File: config.mk
export PLATFORM = sky130hd
export DESIGN_NAME = wes_sat
export DESIGN_NICKNAME = d
export VERILOG_FILES = /design/src/rtl/core/assert_macros.svh /design/src/rtl/core/wes_sat.sv
export SDC_FILE = /design/constraint.sdc
export NUM_CORES = 1
export LEC_CHECK = 0
export BUFFER_PORTS_ARGS = -buffer_cell sky130_fd_sc_hd__buf_2
export CORE_ASPECT_RATIO = 0.6
export CORE_MARGIN = 1.5
export CORE_UTILIZATION = 25
export DETAILED_ROUTE_END_ITERATION = 10
export PLACE_DENSITY = 0.63
export SYNTH_ARGS = -nofsm -noshare
export SYNTH_HDL_FRONTEND = slang
export SYNTH_SLANG_ARGS = --single-unit
File: constraint.sdc
create_clock -name vclk -period 1.6
set_input_delay 0.08 -clock vclk [all_inputs]
set_output_delay 0.08 -clock vclk [all_outputs]
set_load 0.1 [all_outputs]
File: src/rtl/core/assert_macros.svh
// Assertion macros used by the wave equation stencil RTL.
`ifndef ASSERT_MACROS_SVH
`define ASSERT_MACROS_SVH

// Checks a property at every rising clock edge outside reset.
`define ASSERT_CLK(name, clk, rst, prop, msg) \
   name: assert property (@(posedge clk) disable iff (rst) (prop)) else $error(msg);

// Checks that a condition never holds outside reset.
`define ASSERT_NEVER(name, clk, rst, cond, msg) \
   name: assert property (@(posedge clk) disable iff (rst) !(cond)) else $error(msg);

`endif

File: src/rtl/core/wes_sat.sv
// Signed saturation of a sample to a narrower or equal width; a wider output is sign-extended.
`timescale 1ns / 1ps
`default_nettype none

module wes_sat #(
   parameter int IN_BITS  = 28,
   parameter int OUT_BITS = 24
) (
   input  logic signed [IN_BITS-1:0]  in_val,
   output logic signed [OUT_BITS-1:0] out_val
);

   localparam int XW = (IN_BITS > OUT_BITS) ? IN_BITS : OUT_BITS;

   logic signed [XW-1:0] ext;
   logic signed [XW-1:0] hi;
   logic                 fits;

   assign ext     = XW'(in_val);
   assign hi      = ext >>> (OUT_BITS - 1);
   assign fits    = (hi == '0) || (hi == '1);
   assign out_val = fits ? ext[OUT_BITS-1:0]
                         : {ext[XW-1], {(OUT_BITS-1){~ext[XW-1]}}};

endmodule

`default_nettype wire

==> results of run 1 <==
-- per-stage QoR --
stage | worst slack (ps) | hold WS [ps] | utilization
after floorplan | -366.9 | 505.6 | -
after global placement | -125.9 | 593.8 | 0.5000
after detailed placement | -163.6 | 597.1 | 0.5000
after CTS | 11.32 | 599.8 | 0.5060
after global routing | 113.1 | 616.5 | 0.5084
final | 191.8 | 598.2 | 0.5084
-- cell usage after synthesis --
| cell type | instances | area share |
|---|---|---|
| buf_2 | 13 | 0.098 |
| buf_6 | 2 | 0.034 |
| clkbuf_1 | 1 | 0.0056 |
| nor2_1 | 23 | 0.13 |
| nor2b_2 | 1 | 0.013 |
| nor3_2 | 1 | 0.015 |
| nand4_1 | 23 | 0.22 |
| a221oi_2 | 20 | 0.45 |
| a221oi_1 | 3 | 0.039 |
-- metal layers --
layer  GRT usage  wire length, um  vias up
li1            -                -      452
met1      0.2222             1107      497
met2      0.3269             1452       51
met3    0.007126              118       10
met4     0.04615               71        0
met5           0                0        -
-- area by class of cell --
cell class	count	area, um^2
Fill cell	232	1240
Multi-Input combinational cell	72	621.8
Tap cell	32	40.04
Timing Repair Buffer	58	620.6
-- power breakdown --
group / switching (mW) / total (mW) / internal, mW
sequential: 0 / 0 / 0
combinational: 0.526 / 0.772 / 0.246
clock: 0 / 0 / 0
total: 0.526 / 0.772 / 0.246
-- worst paths after layout --
path,endpoint,slack [ps],depth (start not counted)
worst max-delay path,out_val[18],190,5
worst min-delay path,out_val[16],600,4
-- logic make-up (layout without fill, tap and decap cells) --
kind of cell,count (synthesis),in the layout
simple gates,48,49
buf+inv,16,58
compound gates,23,23
-- timing repair --
action,in CTS,in global routing
resized for setup,1,1
hold buffers,0,0
cloned,1,0
buffers inserted,0,0
endpoints found under the setup margin,23,11
pin swaps,1,0
==> flow_metrics.py, run 1 <==
metrics = {
    "status": {
        "status": "completed",
    },
    "finish": {
        "layout-drive-gt1-share": 0.6462,
        "flops_and_latches": 0,
        "stdcell_count": 162,
        "syn2layout_area_growth_pct": 92.31,
        "clock_buffers": 0,
        "final_common_cell": "buf_2",
        "n_antenna_cell": 0,
        "final_cell_mix": "31 x buf_2, 23 x nor2_1, 23 x nand4_1, 23 x a221oi_2, 21 x buf_12",
        "stdcell_area_mm2": 0.001282,
        "nNetsFinal": 160,
        "final-seq-area_um2": 0,
    },
    "sta": {
        "period_needed_ps": 1408,
        "tightest_slew_ps": 699.8,
        "hold_viol": 0,
        "finalSetupTns_ps": 0,
        "post-route-period-util": 0.8802,
        "setup_violations": 0,
        "slew_headroom": 0.5319,
        "rsz0062_at_grt": "false",
        "fmax_mhz": 710.1,
        "maxSlewViolCount": 0,
    },
    "place": {
        "place_congestion": 0.7037,
        "dpl_cell_area_mm2": 0.001261,
        "io_buffers": 52,
        "placed_cells": 161,
    },
    "yosys": {
        "synth-seq-area-share": 0,
        "syn_inst": 87,
        "synth.cell_area_um2": 666.9,
        "yosysWarnings": 0,
        "synthAdderAreaFrac": 0,
        "yosys.area_share.simple": 0.3734,
        "yosysUniqueCellTypes": 9,
        "synthMuxAreaShare": 0,
        "syn_nets": 115,
        "synth_compound_area_frac": 0.4897,
        "synth_top_family_by_area": "compound AO/OA/AOI/OAI gates",
        "synth-xor-area-share": 0,
        "avgSynthCellArea_um2": 7.665,
    },
    "run": {
        "drv_cap": 0,
    },
    "critical_path": {
        "slowest_delay_ps": 460,
        "crit_type": "input pin to output port",
        "cp_data_arrival_time_ps": 1330,
        "cp-startpoint": "in_val[23]",
        "crit_family": "buffers and inverters",
        "path_common_cell": "buf_2",
        "crit_chain": "buf_2 -> buf_4 -> nand4_1 -> a221oi_2 -> buf_2",
        "cp.required_ps": 1520,
        "critPathCaptureType": "output port",
        "crit_fanout": 23,
        "critPathSlowestCell": "buf_2",
        "cp-start-kind": "input pin",
        "critPathBufInv": 3,
    },
    "routing": {
        "vias": 1010,
        "dr.pass1.iters": 4,
        "vias_per_cell": 6.235,
        "drtIter0Drc": 103,
        "drcViolationCount": 0,
        "wire_per_inst_um": 16.98,
        "ant_nets": 0,
        "wl_um": 2750,
    },
    "worst_hold_path": {
        "hold_class": "input pin to output port",
        "hp-start": "in_val[16]",
    },
    "floorplan": {
        "start_util": 0.2644,
        "num_io_pins": 52,
        "core_area_mm2": 0.002522,
        "die-area_mm2": 0.002996,
        "die_h_um": 43.01,
        "rows": 14,
        "die_w_um": 69.68,
    },
    "global_routing": {
        "grt_first_pass_wirelength_um": 4395,
        "antenna_found_initial": 0,
        "first_global_vias": 949,
        "grt_usage": 0.1745,
        "overflow": 0,
        "grt_max_degree": 25,
    },
    "pwr": {
        "power_mw": 0.7722,
        "leakage_nw": 0.5000,
        "powerDensity_mw_per_mm2": 602.1,
        "ir_worst_vdd_uv": 352.1,
    },
}
(Power assumes the default switching activity.)
==> run 2: changes to the inputs <==
--- a/config.mk
+++ b/config.mk
@@ -6,11 +6,9 @@
 export NUM_CORES = 1
 export LEC_CHECK = 0
 export BUFFER_PORTS_ARGS = -buffer_cell sky130_fd_sc_hd__buf_2
-export CORE_ASPECT_RATIO = 0.6
-export CORE_MARGIN = 1.5
 export CORE_UTILIZATION = 25
 export DETAILED_ROUTE_END_ITERATION = 10
-export PLACE_DENSITY = 0.63
+export PLACE_DENSITY_LB_ADDON = 0.05
 export SYNTH_ARGS = -nofsm -noshare
 export SYNTH_HDL_FRONTEND = slang
 export SYNTH_SLANG_ARGS = --single-unit
==> run 2 against run 1 <==
  * Via count is 7.7% lower
  * Largest cell class is now buffers
  * Largest power group unchanged
  * First-iteration DRC count fell by 80%
  * Power is 1.8% lower
  * Critical path depth stayed put
  * Sequential share of layout area unchanged
==> flow_metrics.py, run 2 (synthesis gave the netlist of run 1 again) <==
metrics = {
    "routing": {
        "dr.pass1.iters": 4,
        "wire_per_inst_um": 13.99,
        "wl_um": 2267,
        "ant_nets": 0,
        "vias_per_cell": 5.753,
        "drcViolationCount": 0,
        "vias": 932,
        "drtIter0Drc": 21,
    },
    "pwr": {
        "combPwrFrac": 1.000,
        "ir_worst_vdd_uv": 311.5,
        "power_mw": 0.7583,
        "clkPwrFrac": 0,
        "powerDensity_mw_per_mm2": 590.7,
        "swShare": 0.6765,
        "switchingPower_mw": 0.5130,
        "p_int_mw": 0.2453,
        "leakage_nw": 0.5099,
        "p_seq_frac": 0,
    },
    "floorplan": {
        "rows": 18,
        "die-area_mm2": 0.002878,
        "num_io_pins": 52,
        "die_h_um": 53.65,
        "start_util": 0.2668,
        "core_area_mm2": 0.002500,
        "die_w_um": 53.65,
    },
    "sta": {
        "post-route-period-util": 0.8641,
        "fmax_mhz": 723.3,
        "rsz0062_at_grt": "false",
        "hold_viol": 0,
        "period_needed_ps": 1383,
        "setup_violations": 0,
        "worst_slack_ps": 217.4,
        "slew_headroom": 0.6750,
        "tightest_slew_ps": 486.5,
        "maxSlewViolCount": 0,
    },
    "status": {
        "status": "completed",
    },
    "finish": {
        "final_cell_mix": "32 x buf_2, 23 x nor2_1, 23 x nand4_1, 23 x a221oi_2, 21 x buf_12",
        "flops_and_latches": 0,
        "clock_buffers": 0,
        "layout-drive-gt1-share": 0.6515,
        "final-seq-area_um2": 0,
        "nNetsFinal": 162,
        "n_antenna_cell": 0,
        "syn2layout_area_growth_pct": 92.50,
        "stdcell_count": 162,
        "final_common_cell": "buf_2",
        "stdcell_area_mm2": 0.001284,
    },
    "critical_path": {
        "slowest_delay_ps": 460,
        "critPathSlowestCell": "buf_2",
        "path_common_cell": "buf_2",
        "cp-start-kind": "input pin",
        "crit_type": "input pin to output port",
        "critPathCaptureType": "output port",
        "crit_family": "buffers and inverters",
        "crit_chain": "buf_2 -> buf_4 -> nand4_1 -> a221oi_2 -> buf_2",
        "crit_fanout": 23,
        "critPathBufInv": 3,
        "cp_data_arrival_time_ps": 1300,
        "cp.required_ps": 1520,
    },
    "global_routing": {
        "overflow": 0,
        "grt_max_degree": 25,
        "grt_first_pass_wirelength_um": 3732,
        "first_global_vias": 852,
        "antenna_found_initial": 0,
        "grt_usage": 0.1626,
    },
    "place": {
        "hpwlAfterDp_um": 1565,
        "place_congestion": 0.6003,
        "placed_cells": 160,
        "place_ws_ps": -63.37,
        "io_buffers": 52,
        "dpl_cell_area_mm2": 0.001251,
    },
    "run": {
        "drv_cap": 0,
    },
    "worst_hold_path": {
        "hold_class": "input pin to output port",
    },
}
## run 2: path summary, 6_finish.rpt
path	from	end	slack, ps	depth (start not counted)
max	in_val[24]	out_val[11]	220	5
min	in_val[21]	out_val[21]	600	4
## run 2: per-layer routing
metal,vias to the layer above,global-route usage,share of wire
li1,455,-,-
met1,438,0.2327,0.47
met2,39,0.2729,0.46
met3,0,0.01412,0.064
met4,0,0.008772,0
met5,-,0,0
## run 2: layout make-up
| cell class | instances | area (um^2) |
|---|---|---|
| fill | 231 | 1216 |
| multi-input combinational | 71 | 605.6 |
| tap | 30 | 37.54 |
| timing repair buffer | 61 | 640.6 |
## run 2: power by group through the flow
stage / logic (mW) / registers, mW / clock network (mW)
final: 0.758 / 0 / 0
after detailed placement: 0.752 / 0 / 0
after global routing: 0.788 / 0 / 0
after global placement: 0.751 / 0 / 0
after floorplan: 0.498 / 0 / 0
after CTS: 0.760 / 0 / 0
## run 2: stage by stage
step	utilization	TNS (ps)	hold WS, ps
final	0.5135	0	596.5
after detailed placement	0.5005	-341.8	597.5
after floorplan	-	-7813	505.6
after CTS	0.5115	0	599.8
after global placement	0.5005	-138.7	595.0
after global routing	0.5135	0	617.2
## run 2: worst min-delay path, stage by stage
cell	delay, ps
buf_2	100
nand4_1	90
a221oi_2	70
buf_12	170
## run 2: repair_timing
item                                    CTS  global route
endpoints found under the setup margin   11            10
resized for setup                         0             1
cloned                                    0             0
pin swaps                                 1             0
buffers inserted                          2             0
hold buffers                              0             0
==> run 3: changes to the inputs <==
--- a/config.mk
+++ b/config.mk
@@ -6,6 +6,7 @@
 export NUM_CORES = 1
 export LEC_CHECK = 0
 export BUFFER_PORTS_ARGS = -buffer_cell sky130_fd_sc_hd__buf_2
+export CORE_MARGIN = 3
 export CORE_UTILIZATION = 25
 export DETAILED_ROUTE_END_ITERATION = 10
 export PLACE_DENSITY_LB_ADDON = 0.05
==> run 3 against run 2 <==
  * Non-clock buffer count up 3
  * Sequential cell count unchanged
  * Critical path type unchanged
  * Largest power group unchanged
  * Via count up 3.1%
  * Global-route usage down 0.67 points
  * Maximum frequency up 2.0%
  * Critical endpoint is now out_val[20]
  * Power up 4.5%
  * Clock-buffer cell count unchanged
  * Combinational power up 4.5%
  * Worst hold slack worse by 3.0 ps
==> flow_metrics.py, run 3 (synthesis gave the netlist of run 1 again) <==
metrics = {
    "finish": {
        "final_cell_mix": "29 x buf_2, 26 x buf_12, 23 x nor2_1, 23 x nand4_1, 23 x a221oi_2",
        "flops_and_latches": 0,
        "syn2layout_area_growth_pct": 105.6,
        "clock_buffers": 0,
        "final-seq-area_um2": 0,
        "final_common_cell": "buf_2",
        "multi_input_area_um2": 600.6,
        "layout-drive-gt1-share": 0.6593,
        "stdcell_area_mm2": 0.001371,
        "nNetsFinal": 165,
        "stdcell_count": 165,
        "n_antenna_cell": 0,
        "final.fill_count": 224,
        "fin_util": 0.5485,
    },
    "global_routing": {
        "grt_util_met1": 0.1957,
        "use_met2": 0.3032,
        "grt_use_met3": 0.01336,
        "antenna_found_initial": 0,
        "overflow": 0,
        "grt_usage": 0.1559,
        "first_global_vias": 980,
        "grt_first_pass_wirelength_um": 4388,
        "gr-max-usage-layer": "met2",
        "grt_max_degree": 25,
    },
    "pwr": {
        "switchingPower_mw": 0.5212,
        "p_seq_frac": 0,
        "p_int_mw": 0.2710,
        "ir_worst_vdd_uv": 322.8,
        "powerDensity_mw_per_mm2": 577.7,
        "leakage_nw": 0.5423,
        "clkPwrFrac": 0,
        "power_mw": 0.7923,
        "swShare": 0.6579,
        "combPwrFrac": 1.000,
    },
    "critical_path": {
        "slowest_delay_ps": 520,
        "critPathSlowestCell": "nor2b_2",
        "cp-start-kind": "input pin",
        "crit_family": "buffers and inverters",
        "critPathBufInv": 3,
        "crit_type": "input pin to output port",
        "crit_chain": "buf_2 -> nor2b_2 -> buf_4 -> a221oi_2 -> buf_12",
        "cp_data_arrival_time_ps": 1280,
        "path_depth": 5,
        "crit_fanout": 11,
        "critPathCaptureType": "output port",
        "cp.required_ps": 1520,
    },
    "place": {
        "io_buffers": 52,
        "place_congestion": 0.6507,
        "place_ws_ps": -158.0,
        "hpwlAfterDp_um": 1837,
        "dpl_cell_area_mm2": 0.001304,
        "placed_cells": 161,
    },
    "clocking": {
        "post_cts_resized": 0,
        "post-cts-setup-buffers": 4,
        "ctsHoldBuffers": 0,
    },
    "floorplan": {
        "start_util": 0.2668,
        "core_area_mm2": 0.002500,
        "num_io_pins": 52,
        "die_w_um": 57.65,
        "rows": 18,
        "die_h_um": 57.65,
        "die-area_mm2": 0.003324,
    },
    "routing": {
        "dr.pass1.iters": 4,
        "vias_per_cell": 5.824,
        "drtIter0Drc": 24,
        "wire_per_inst_um": 15.94,
        "wl_um": 2630,
        "ant_nets": 0,
        "vias": 961,
        "drcViolationCount": 0,
    },
    "worst_hold_path": {
        "whs_endpoint": "out_val[19]",
        "holdPathStages": 4,
        "hold_class": "input pin to output port",
        "hp-start": "in_val[19]",
    },
    "sta": {
        "rsz0062_at_grt": "false",
        "tightest_slew_ps": 651.0,
        "fmax_mhz": 737.6,
        "finalSetupTns_ps": 0,
        "hold_viol": 0,
        "period_needed_ps": 1356,
        "maxSlewViolCount": 0,
        "worst_slack_ps": 244.3,
        "slew_headroom": 0.5640,
        "hold_slack_ps": 593.5,
        "setup_violations": 0,
        "post-route-period-util": 0.8473,
    },
    "status": {
        "status": "completed",
    },
    "run": {
        "drv_cap": 0,
    },
}
run 3: cell types whose count changed in the layout (fill, tap and decap cells not counted), sizes merged:
cell  change
buf       +3
run 3: power by group through the flow:
stage | sequential (mW) | clock [mW] | combinational, mW
3_3_place_gp | 0 | 0 | 0.774
5_1_grt | 0 | 0 | 0.822
2_1_floorplan | 0 | 0 | 0.498
4_1_cts | 0 | 0 | 0.797
6_report | 0 | 0 | 0.792
3_5_place_dp | 0 | 0 | 0.780
run 3: worst max-delay path by stage:
stage / start / end / slack, ps
2_1_floorplan: in_val[27] / out_val[10] / -370
3_3_place_gp: in_val[26] / out_val[8] / -100
3_5_place_dp: in_val[26] / out_val[12] / -160
4_1_cts: in_val[25] / out_val[20] / 210
5_1_grt: in_val[27] / out_val[12] / 160
6_report: in_val[25] / out_val[20] / 240
run 3: final cells by class:
class | count | area share
multi-input combinational | 71 | 0.4380
timing repair buffer | 64 | 0.5347
tap | 30 | 0.02737
run 3: layer usage:
layer / vias up / share of wire
li1: 462 / -
met1: 469 / 0.42
met2: 30 / 0.52
met3: 0 / 0.058
met4: 0 / 0
met5: - / 0
