$ cat config.mk
export PLATFORM = sky130hd
export DESIGN_NAME = wes_alu
export DESIGN_NICKNAME = d
export VERILOG_FILES = /design/src/rtl/core/assert_macros.svh /design/src/rtl/core/wes_pkg.sv /design/src/rtl/core/wes_sat.sv /design/src/rtl/core/wes_alu.sv
export SDC_FILE = /design/constraint.sdc
export NUM_CORES = 1
export LEC_CHECK = 0
export BUFFER_PORTS_ARGS = -buffer_cell sky130_fd_sc_hd__buf_2
export CORE_ASPECT_RATIO = 1.25
export CORE_MARGIN = 5
export CORE_UTILIZATION = 50
export DETAILED_ROUTE_END_ITERATION = 12
export HOLD_SLACK_MARGIN = 0.08
export PLACE_DENSITY = 0.67
export SLEW_MARGIN = 5
export SYNTH_ARGS = -nofsm -noshare
export SYNTH_HDL_FRONTEND = slang
export SYNTH_SLANG_ARGS = --single-unit
$ cat constraint.sdc
create_clock -name clock -period 11.4 [get_ports clock]
set_input_delay 1.71 -clock clock [delete_from_list [all_inputs] [get_ports clock]]
set_output_delay 1.71 -clock clock [all_outputs]
set_load 0.005 [all_outputs]
$ cat src/rtl/core/assert_macros.svh
// Assertion macros used by the wave equation stencil RTL.
`ifndef ASSERT_MACROS_SVH
`define ASSERT_MACROS_SVH

// Checks a property at every rising clock edge outside reset.
`define ASSERT_CLK(name, clk, rst, prop, msg) \
   name: assert property (@(posedge clk) disable iff (rst) (prop)) else $error(msg);

// Checks that a condition never holds outside reset.
`define ASSERT_NEVER(name, clk, rst, cond, msg) \
   name: assert property (@(posedge clk) disable iff (rst) !(cond)) else $error(msg);

`endif

$ cat src/rtl/core/wes_pkg.sv
// Shared types, codes and constants of the wave equation stencil.
`timescale 1ns / 1ps
`default_nettype none

package wes_pkg;

   localparam int CMD_W      = 2;
   localparam int IDX_W      = 10;
   localparam int SAMPLE_W   = 24;
   localparam int PC_W       = 11;
   localparam int STEP_W     = 16;
   localparam int COEF_W     = 16;
   localparam int CSR_IDX_W  = 2;
   localparam int CSR_DATA_W = 16;
   localparam int TDATA_W    = 40;

   localparam logic [CMD_W-1:0] CMD_LOAD_PREV = 2'd0;
   localparam logic [CMD_W-1:0] CMD_LOAD_CUR  = 2'd1;
   localparam logic [CMD_W-1:0] CMD_RUN       = 2'd2;
   localparam logic [CMD_W-1:0] CMD_READ      = 2'd3;

   localparam logic KIND_RUN_DONE  = 1'b0;
   localparam logic KIND_READ_DATA = 1'b1;

   localparam logic [CSR_IDX_W-1:0] REG_POINT_COUNT = 2'd0;
   localparam logic [CSR_IDX_W-1:0] REG_STEP_COUNT  = 2'd1;
   localparam logic [CSR_IDX_W-1:0] REG_COUPLING    = 2'd2;

   localparam logic [PC_W-1:0]   POINT_COUNT_RESET = 11'd1024;
   localparam logic [STEP_W-1:0] STEP_COUNT_RESET  = 16'd1;
   localparam logic [COEF_W-1:0] COUPLING_RESET    = 16'd9830;

   typedef struct packed {
      logic valid;
      logic emit;
      logic fixed_pt;
   } wes_ctl_type;

   typedef struct packed {
      logic busy;
      logic wr_valid;
   } wes_stat_type;

   function automatic logic [1:0] rot_next(input logic [1:0] r);
      return (r == 2'd2) ? 2'd0 : r + 2'd1;
   endfunction

endpackage

`default_nettype wire

$ cat src/rtl/core/wes_sat.sv
// Signed saturation of a sample to a narrower or equal width; a wider output is sign-extended.
`timescale 1ns / 1ps
`default_nettype none

module wes_sat #(
   parameter int IN_BITS  = 28,
   parameter int OUT_BITS = 24
) (
   input  logic signed [IN_BITS-1:0]  in_val,
   output logic signed [OUT_BITS-1:0] out_val
);

   localparam int XW = (IN_BITS > OUT_BITS) ? IN_BITS : OUT_BITS;

   logic signed [XW-1:0] ext;
   logic signed [XW-1:0] hi;
   logic                 fits;

   assign ext     = XW'(in_val);
   assign hi      = ext >>> (OUT_BITS - 1);
   assign fits    = (hi == '0) || (hi == '1);
   assign out_val = fits ? ext[OUT_BITS-1:0]
                         : {ext[XW-1], {(OUT_BITS-1){~ext[XW-1]}}};

endmodule

`default_nettype wire

$ cat src/rtl/core/wes_alu.sv
// Shared stencil unit: sliding window, coupling multiply, round and saturate.
`timescale 1ns / 1ps
`default_nettype none

module wes_alu #(
   parameter int ADDR_BITS   = 10,
   parameter int SAMPLE_BITS = 24
) (
   input  logic                          clock,
   input  logic                          reset,
   input  wes_pkg::wes_ctl_type          ctl_in,
   input  logic [ADDR_BITS-1:0]          addr_in,
   input  logic signed [SAMPLE_BITS-1:0] cur_in,
   input  logic signed [SAMPLE_BITS-1:0] prev_in,
   input  logic [wes_pkg::COEF_W-1:0]    coupling,
   output wes_pkg::wes_stat_type         stat,
   output logic [ADDR_BITS-1:0]          wr_addr,
   output logic signed [SAMPLE_BITS-1:0] wr_data
);

   import wes_pkg::*;

   localparam int LW = SAMPLE_BITS + 2;
   localparam int PW = SAMPLE_BITS + 19;
   localparam int RW = PW - 16;
   localparam int SW = SAMPLE_BITS + 4;

   logic signed [SAMPLE_BITS-1:0] w1_ff, w2_ff, pv_ff;

   logic                          a_valid_ff, a_fixed_ff;
   logic [ADDR_BITS-1:0]          a_addr_ff;
   logic signed [LW-1:0]          a_lap_ff, a_base_ff;
   logic signed [SAMPLE_BITS-1:0] a_copy_ff;

   logic                          b_valid_ff, b_fixed_ff;
   logic [ADDR_BITS-1:0]          b_addr_ff;
   logic signed [PW-1:0]          b_prod_ff;
   logic signed [LW-1:0]          b_base_ff;
   logic signed [SAMPLE_BITS-1:0] b_copy_ff;

   logic                          o_valid_ff;
   logic [ADDR_BITS-1:0]          o_addr_ff;
   logic signed [SAMPLE_BITS-1:0] o_data_ff;

   logic signed [LW-1:0]          lap_in, base_in;
   logic signed [COEF_W:0]        coef;
   logic signed [PW-1:0]          prod_in;
   logic signed [PW-1:0]          rounded;
   logic signed [RW-1:0]          term;
   logic signed [SW-1:0]          sum;
   logic signed [SAMPLE_BITS-1:0] sum_sat;

   assign lap_in  = LW'(w2_ff) + LW'(cur_in) - (LW'(w1_ff) <<< 1);
   assign base_in = (LW'(w1_ff) <<< 1) - LW'(pv_ff);
   assign coef    = $signed({1'b0, coupling});
   assign prod_in = a_lap_ff * coef;
   assign rounded = b_prod_ff + PW'(32768);
   assign term    = rounded[PW-1:16];
   assign sum     = SW'(b_base_ff) + SW'(term);

   wes_sat #(
      .IN_BITS  (SW),
      .OUT_BITS (SAMPLE_BITS)
   ) u_sat (
      .in_val  (sum),
      .out_val (sum_sat)
   );

   always_ff @(posedge clock) begin
      if (reset) begin
         a_valid_ff <= 1'b0;
         b_valid_ff <= 1'b0;
         o_valid_ff <= 1'b0;
      end else begin
         a_valid_ff <= ctl_in.valid && ctl_in.emit;
         b_valid_ff <= a_valid_ff;
         o_valid_ff <= b_valid_ff;
      end
      if (ctl_in.valid) begin
         w1_ff <= cur_in;
         w2_ff <= w1_ff;
         pv_ff <= prev_in;
      end
      a_fixed_ff <= ctl_in.fixed_pt;
      a_addr_ff  <= addr_in;
      a_lap_ff   <= lap_in;
      a_base_ff  <= base_in;
      a_copy_ff  <= w1_ff;
      b_fixed_ff <= a_fixed_ff;
      b_addr_ff  <= a_addr_ff;
      b_prod_ff  <= prod_in;
      b_base_ff  <= a_base_ff;
      b_copy_ff  <= a_copy_ff;
      o_addr_ff  <= b_addr_ff;
      o_data_ff  <= b_fixed_ff ? b_copy_ff : sum_sat;
   end

   assign stat.busy     = a_valid_ff || b_valid_ff || o_valid_ff;
   assign stat.wr_valid = o_valid_ff;
   assign wr_addr       = o_addr_ff;
   assign wr_data       = o_data_ff;

endmodule

`default_nettype wire
==> impl_metrics.toml, run 1 <==
[status]
status = "complete, no violations"

[worst_setup_path]
crit_type = "input pin to flip-flop"
cp.required_ns = 11.82
cp.arrival_ns = 8.35
start_kind = "input pin"
crit_path_end_kind = "flip-flop"
cp_max_fo = 26

[synthesis]
synth_edf_count = 72
syn_area_sq_um = 26500
ys_ff_latch = 285
seq_area_frac_synth_pct = 24.3
synthCells = 2717
synth_warnings = 0
async_reset_ff_share_pct = 0
ys_types = 80
synth_ff_type = "dfxtp_1"
synth_nets = 3405
synth_area_per_cell_sq_um = 9.74

[timing]
hold_viol = 0
fin_crit_ns = 7.93
setup_viol = 0
clock.fmax_ghz = 0.126
rsz0062_at_grt = "false"
worstMarginPinSlew_ns = 1.10
timing.final.crit_share_pct = 69.6
slew_viol_final = 0
finClkSkew_ns = 0.0306
setup_tns_ns = 0
relSlewSlack_pct = 26.3

[cells_and_area]
final_area_sq_um = 28500
fin_util_pct = 54.3
nets = 3473
synthToLayoutAreaGrowth_pct = 7.90
diodes = 0
final_cells = 3479
nFillCells = 4624
drive_above_1_share_pct = 7.05

[floorplan]
start_util_pct = 50.3
die_area_sq_um = 57600
fp.coreArea_sq_um = 52600
die_w_microns = 216
rows = 94
num_io_pins = 115
die_h_microns = 267

[worst_hold_path]
hold_path_class = "flip-flop to flip-flop"

[place]
gp_congestion = 0.891
placed_area_sq_um = 27600
port_buffers = 114
dp_hpwl_microns = 49200
dpl.cell_count = 3427

[run]
max_cap_viol_count = 0

[grt]
grt_pass1_wl_microns = 104000
grt_max_degree = 74
grt_remaining_overflow = 0
antenna_found_initial = 1
first_global_vias = 20400
grt.total_usage_pct = 22.4

[routing]
post_drt_wl_per_cell_microns = 18.0
drt_iter0_drc = 915
drc = 0
viasPerCell = 5.26
drt_pass1_iterations = 5
totalWireLength_microns = 62700
drtAntennaViolNets = 0
vias = 18300

[clock_network]
cts.path.max_buffers = 3
clock-root-buffer = "clkbuf_16"
clock-sinks = 285
cts_buffers = 28
cts_tree = "built"
cts_resized = 0
insertion_delay_ns = 0.57
cts_setup_buffers = 0
clkTransAtPathRegs_ns = 0.07
ctsHoldBuffers = 0
cts.htree.levels = 1
## layout by cell type (no fill, tap or decap), types with 10 or more instances in the layout
cell type and instances:
xnor2_1 96, fa_1 429, nand4_1 20, nand3_1 31, nor2_1 98, nand2_1 302
a211oi_1 11, inv_1 589, clkbuf_16 28, a31oi_1 10, o21ai_0 61, buf_4 10
nor3_1 20, a21o_1 32, a21oi_1 80, and2_1 170, edfxtp_1 72, o22ai_1 19
dfxtp_1 213, ha_1 180, buf_2 113, xor2_1 22, o21a_1 15, nand2b_1 12
and3_1 14, nor2b_1 19
## layer usage
layer | vias to the layer above | share of wire, % | routed length (microns) | global-route usage [%]
met5 | - | 0.032 | 20 | 0
met2 | 459 | 51 | 32200 | 40.8
met4 | 2 | 5.5 | 3420 | 10.7
li1 | 8526 | - | - | -
met3 | 176 | 4.5 | 2810 | 2.89
met1 | 9141 | 39 | 24200 | 26.3
## flip-flops by register name (all words and copies together), names as in the netlist, 24 cells and up
signal	cells
wr_data	24
b_copy_ff	24
w2_ff	24
a_lap_ff	26
a_copy_ff	24
pv_ff	24
b_prod_ff	28
w1_ff	24
a_base_ff	26
b_base_ff	26
## critical path, stage by stage
cell and delay [ns]:
buf_2 0.46, nand2_1 0.16, fa_1 0.56, inv_1 0.05, fa_1 0.49, inv_1 0.05, fa_1 0.53, inv_1 0.05
fa_1 0.46, fa_1 0.50, inv_1 0.05, fa_1 0.47, inv_1 0.04, ha_1 0.37, nand4_1 0.11, a21oi_1 0.11
o21ai_0 0.15, o31ai_2 0.62, a31oi_1 0.18, buf_4 0.20, o31a_1 0.33, a211oi_1 0.36, or2_2 0.20, o211ai_1 0.09
## path summary, 6_finish.rpt
| check | startpoint | end | slack (ns) | cells after the start |
|---|---|---|---|---|
| setup / recovery | coupling[8] | b_prod_ff[42]$_DFF_P_ | 3.47 | 24 |
| hold / removal | a_base_ff[18]$_DFF_P_ | b_base_ff[18]$_DFF_P_ | 0.32 | 0 |
| setup reg to reg | a_lap_ff[9]$_DFF_P_ | b_prod_ff[42]$_DFF_P_ | 4.30 | 22 |
| hold reg to reg | a_base_ff[18]$_DFF_P_ | b_base_ff[18]$_DFF_P_ | 0.32 | 0 |
## cell families (layout without fill, tap and decap cells)
kind of cell	after synthesis	after routing	share of synthesized area, %
flip-flops	285	285	24.3
AO/OA/AOI/OAI	311	311	7.83
XOR/XNOR	118	118	3.91
multiplexers	4	4	0.161
adder cells (fa/ha/maj)	609	609	41.0
AND/OR/NAND/NOR	715	715	13.1
buffers and inverters	675	765	9.69
## through the flow
step,setup slack [ns],hold slack [ns]
6_report,3.47,0.315
5_1_grt,3.19,0.316
4_1_cts,3.53,0.310
3_5_place_dp,3.01,0.312
3_3_place_gp,3.07,0.310
2_1_floorplan,3.68,0.310
## area by class of cell
type                            instances  area [sq um]  share of cell area (%)
Clock inverter                         15           188                   0.658
Inverter                              590          2210                    7.76
Multi-Input combinational cell       1757         17500                    61.2
Timing Repair Buffer                  123           641                    2.24
Clock buffer                           37           764                    2.68
Tap cell                              672           841                    2.95
Sequential cell                       285          6430                    22.5
## cell usage after synthesis (9+ instances only)
cell / instances / share of area [%]
inv_1: 589 / 8.4
nand2_1: 302 / 4.3
and2_1: 170 / 4.0
nand2b_1: 12 / 0.28
nor2_1: 98 / 1.4
nor2b_1: 19 / 0.45
clkbuf_1: 73 / 1.0
a21o_1: 32 / 0.91
xnor2_1: 96 / 3.2
o211ai_1: 9 / 0.26
a211oi_1: 11 / 0.31
nand4_1: 20 / 0.47
a21oi_1: 80 / 1.5
o21ai_0: 61 / 1.2
nor3_1: 20 / 0.38
o21bai_1: 9 / 0.26
o21a_1: 15 / 0.43
o22ai_1: 19 / 0.45
nand3_1: 31 / 0.59
fa_1: 429 / 32
a31oi_1: 10 / 0.24
edfxtp_1: 72 / 8.2
xor2_1: 22 / 0.73
and3_1: 14 / 0.33
ha_1: 180 / 8.5
dfxtp_1: 213 / 16
Power of run 1 is not shown: default switching activity piles up to over one toggle a cycle in this logic, so the estimate is an artifact.
==> run 2: changes to the inputs <==
PLACE_DENSITY = 0.69   (was 0.67)
clock period = 6.55 ns   (was 11.4 ns; I/O delays follow)
==> run 2 against run 1 <==
Count of clock-buffer cells in the layout down 2. Via count up 3.3%. Die area unchanged. Sequential share of layout area down 0.82 points. Worst setup slack worse by 3.2 ns. Utilization up 2.1 points. First-iteration DRC count up 7.2%. Cell count up 3.8%. Wire length up 0.53%. Register-to-register slack worse by 4.0 ns. Critical path type unchanged. Non-clock buffer count up 133.
==> impl_metrics.toml, run 2 (synthesis gave the netlist of run 1 again) <==
[status]
status = "complete, no violations"

[clock_network]
cts.path.max_buffers = 3
clkTransAtPathRegs_ns = 0.07
insertion_delay_ns = 0.55
clock-root-buffer = "clkbuf_16"
cts_buffers = 27
cts_tree = "built"
cts.htree.levels = 1
clock-sinks = 285
ctsHoldBuffers = 0

[grt]
grt_remaining_overflow = 0
antenna_found_initial = 1
grt_pass1_wl_microns = 104000
first_global_vias = 21100
grt.total_usage_pct = 22.3
grt_max_degree = 62

[timing]
clock.fmax_ghz = 0.158
slew_viol_final = 0
worst_hold_slack_ns = 0.312
timing.final.crit_share_pct = 96.5
worstMarginPinSlew_ns = 0.907
rsz0062_at_grt = "true"
fin_crit_ns = 6.32
finClkSkew_ns = 0.0209
hold_viol = 0
relSlewSlack_pct = 39.4
setup_viol = 0

[routing]
drc = 0
vias = 18900
viasPerCell = 5.24
drtAntennaViolNets = 0
post_drt_wl_per_cell_microns = 17.4
drt_pass1_iterations = 5
totalWireLength_microns = 63000
drt_iter0_drc = 981

[cells_and_area]
final_cell_mix = "inv_1 (589), fa_1 (428), nand2_1 (301)"
final_area_sq_um = 29700
regMostFlops = "b_prod_ff"
nets = 3605
fin_util_pct = 56.4
synthToLayoutAreaGrowth_pct = 12.1
largest_reg_flops = 28
final_common_cell = "inv_1"
drive_above_1_share_pct = 11.9
final_cells = 3611

[place]
placed_area_sq_um = 28700
dpl.cell_count = 3558
port_buffers = 114
gp_congestion = 0.911
dp_hpwl_microns = 52300

[worst_setup_path]
cp.arrival_ns = 6.77
start_kind = "input pin"
crit_path_end_kind = "flip-flop"
cp.required_ns = 7.00
cp_max_fo = 14
crit_type = "input pin to flip-flop"

[floorplan]
die_h_microns = 267
die_w_microns = 216
die_area_sq_um = 57600
start_util_pct = 50.3
rows = 94
fp.coreArea_sq_um = 52600
num_io_pins = 115

[worst_hold_path]
hold_path_class = "flip-flop to flip-flop"

[run]
max_cap_viol_count = 0
==> run 2: per-stage QoR <==
| step | setup TNS (ns) | setup WS (ns) |
|---|---|---|
| after global placement | -1.73 | -0.224 |
| after floorplan | 0 | 0.00421 |
| after detailed placement | -3.68 | -0.435 |
| after global routing | -0.0130 | -0.0130 |
| final | 0 | 0.231 |
| after CTS | 0 | 0.0950 |
==> run 2: repair_timing <==
action | CTS | global route
setup endpoints to repair | 0 | 9
resized for setup | 0 | 32
buffers inserted | 0 | 2
==> run 2: final timing paths <==
kind	startpoint	to	slack, ns	cells past startpoint
max reg2reg	a_lap_ff[10]$_DFF_P_	b_prod_ff[42]$_DFF_P_	0.28	22
min	a_copy_ff[14]$_DFF_P_	b_copy_ff[14]$_DFF_P_	0.31	0
min reg2reg	a_copy_ff[14]$_DFF_P_	b_copy_ff[14]$_DFF_P_	0.31	0
max	coupling[12]	b_prod_ff[42]$_DFF_P_	0.23	21
==> run 2: per-layer routing <==
metal  vias to the layer above  share of wire (%)  global-route usage (%)
met5                         -                  0                       0
met4                         0                4.9                    8.95
met3                       168                3.9                    2.16
met2                       461                 54                    43.1
met1                      9506                 37                    25.1
li1                       8771                  -                       -
==> run 2: final cells by class <==
| type | instances | area, sq um |
|---|---|---|
| Fill cell | 4561 | 22900 |
| Tap cell | 672 | 841 |
| Clock inverter | 15 | 139 |
| Sequential cell | 285 | 6440 |
| Antenna cell | 1 | 2.50 |
| Clock buffer | 35 | 747 |
| Inverter | 590 | 2210 |
| Multi-Input combinational cell | 1757 | 17600 |
| Timing Repair Buffer | 256 | 1730 |
==> run 2: worst max-delay path: stages <==
cell      delay (ns)
buf_2           0.23
buf_4           0.26
nand2_1         0.09
fa_1            0.50
inv_1           0.06
fa_1            0.55
fa_1            0.45
fa_1            0.56
fa_1            0.52
inv_1           0.05
fa_1            0.47
inv_1           0.04
ha_1            0.30
and4_1          0.25
a31oi_1         0.15
nand3_1         0.15
a31oi_4         0.24
o31a_1          0.27
a211oi_2        0.11
or2_2           0.33
o211ai_1        0.18
Power of run 2 is left out for the same reason.
==> run 3: changes to the inputs <==
clock period = 5.12 ns   (was 6.55 ns; I/O delays follow)
==> run 3 against run 2 <==
The flow now finishes with violations (setup timing). Utilization increased by 3.5 points. Design area is 6.3% higher. Count of clock-buffer cells in the layout grew 3. Via count is 3.0% higher. Worst hold slack got worse by 0.022 ns. Sequential cell count did not move. Die area is the same. Critical path depth is the same. Cell count is 3.1% higher. Clock skew increased by 0.015 ns. Sequential share of layout area fell by 1.2 points. Critical path type is now flip-flop to flip-flop.
==> impl_metrics.toml, run 3 (synthesis gave the netlist of run 1 again) <==
[status]
status = "finished with violations"
violations = "setup timing"

[cells_and_area]
synthToLayoutAreaGrowth_pct = 19.2
largest_reg_flops = 28
regMostFlops = "b_prod_ff"
drive_above_1_share_pct = 19.0
final_common_cell = "inv_1"
final_cell_mix = "inv_1 (572), fa_1 (415), nand2_1 (293)"
nFillCells = 4363
nets = 3713
regArea_sq_um = 6470
multi_input_area_sq_um = 18100

[floorplan]
die_w_microns = 216
die_area_sq_um = 57600
die_h_microns = 267
fp.coreArea_sq_um = 52600
start_util_pct = 50.3
num_io_pins = 115
rows = 94

[routing]
post_drt_wl_per_cell_microns = 17.9
viasPerCell = 5.23
totalWireLength_microns = 66800
drc = 0
drtAntennaViolNets = 0
vias = 19500
drt_iter0_drc = 944
drt_pass1_iterations = 5

[clock_network]
clkTransAtPathRegs_ns = 0.06
insertion_delay_ns = 0.58
cts_buffers = 29
cts.path.max_buffers = 3
cts_tree = "built"
clock-root-buffer = "clkbuf_16"
clock-sinks = 285
ctsHoldBuffers = 0
cts.htree.levels = 1

[worst_setup_path]
start_kind = "flip-flop"
cp.arrival_ns = 6.54
crit_type = "flip-flop to flip-flop"
worst-path-buf-inv = 4
cp_max_fo = 4
crit_chain = "buf_6 -> and2_4 -> fa_1 -> inv_2 -> fa_2 -> fa_1 -> fa_1 -> inv_2 -> fa_2 -> fa_2 -> ha_4 -> nand4_1 -> a21oi_2 -> o21ai_2 -> o31ai_4 -> a31oi_4 -> o31a_1 -> a211oi_2 -> buf_4 -> nor3_2 -> xnor2_1"
cp.required_ns = 5.58
ff2ff_setup_slack_ns = -0.96
crit_slowest_cell = "fa_1"
cpPeakStageDelay_ns = 0.54
crit_path_end_kind = "flip-flop"
crit_family = "adder cells"

[grt]
antenna_found_initial = 2
grt_pass1_wl_microns = 110000
grt.total_usage_pct = 23.6
grt_max_degree = 74
grt_remaining_overflow = 0
first_global_vias = 22000

[place]
port_buffers = 114
gp_congestion = 0.935
pre_cts_slack_ns = -1.59
dp_hpwl_microns = 55400

[timing]
rsz0062_at_grt = "true"
worstMarginPinSlew_ns = 0.947
timing.final.crit_share_pct = 119
setup_tns_ns = -17.98
setup_viol = 28
clock.fmax_ghz = 0.164
relSlewSlack_pct = 36.9
setup_ws_ns = -0.962
fin_crit_ns = 6.08
slew_viol_final = 0
finClkSkew_ns = 0.0359
hold_viol = 0

[run]
max_cap_viol_count = 0

[worst_hold_path]
hold_path_class = "input pin to flip-flop"
run 3: area by class of cell:
type | count | area share, %
clock buffer | 38 | 2.64
clock inverter | 16 | 0.516
sequential | 285 | 20.5
antenna | 2 | 0.0159
multi-input combinational | 1757 | 57.5
inverter | 590 | 7.02
timing repair buffer | 362 | 9.16
tap | 672 | 2.67
run 3: what timing repair did:
item	CTS	global route
gates cloned	0	0
pin swaps	73	77
buffers inserted	17	13
resized for setup	101	96
setup endpoints to repair	28	51
run 3: worst register-to-register path, cell delays in order (launching register included):
cell	delay (ns)
dfxtp_4	0.40
buf_6	0.15
and2_4	0.13
fa_1	0.54
inv_2	0.04
fa_2	0.52
fa_1	0.43
fa_1	0.53
inv_2	0.04
fa_2	0.53
fa_2	0.48
ha_4	0.29
nand4_1	0.13
a21oi_2	0.14
o21ai_2	0.10
o31ai_4	0.35
a31oi_4	0.18
o31a_1	0.30
a211oi_2	0.31
buf_4	0.16
nor3_2	0.04
xnor2_1	0.17
run 3: worst paths after layout:
kind / startpoint / to / cells past startpoint
setup reg to reg: a_lap_ff[5]$_DFF_P_ / b_prod_ff[41]$_DFF_P_ / 21
hold reg to reg: a_addr_ff[6]$_DFF_P_ / b_addr_ff[6]$_DFF_P_ / 0
setup / recovery: a_lap_ff[5]$_DFF_P_ / b_prod_ff[41]$_DFF_P_ / 21
hold / removal: ctl_in[0] / a_fixed_ff$_DFF_P_ / 1
run 3: per-stage QoR:
step	hold slack, ns	instance area, sq um	cells	utilization [%]
floorplan	0.310	26700	2717	-
global placement	0.310	29600	3642	56.3
detailed placement	0.312	29600	3642	56.3
CTS	0.265	31100	3711	59.1
global route	0.268	31500	3722	60.0
finish	0.290	31500	3722	60.0
run 3: metal layers:
layer,up-vias,GRT usage [%],part of all wire [%]
li1,8994,-,-
met1,9737,26.1,36
met2,538,44.5,54
met3,211,2.97,4.3
met4,0,11.8,5.8
met5,-,0,0
Power of run 3 is left out for the same reason.
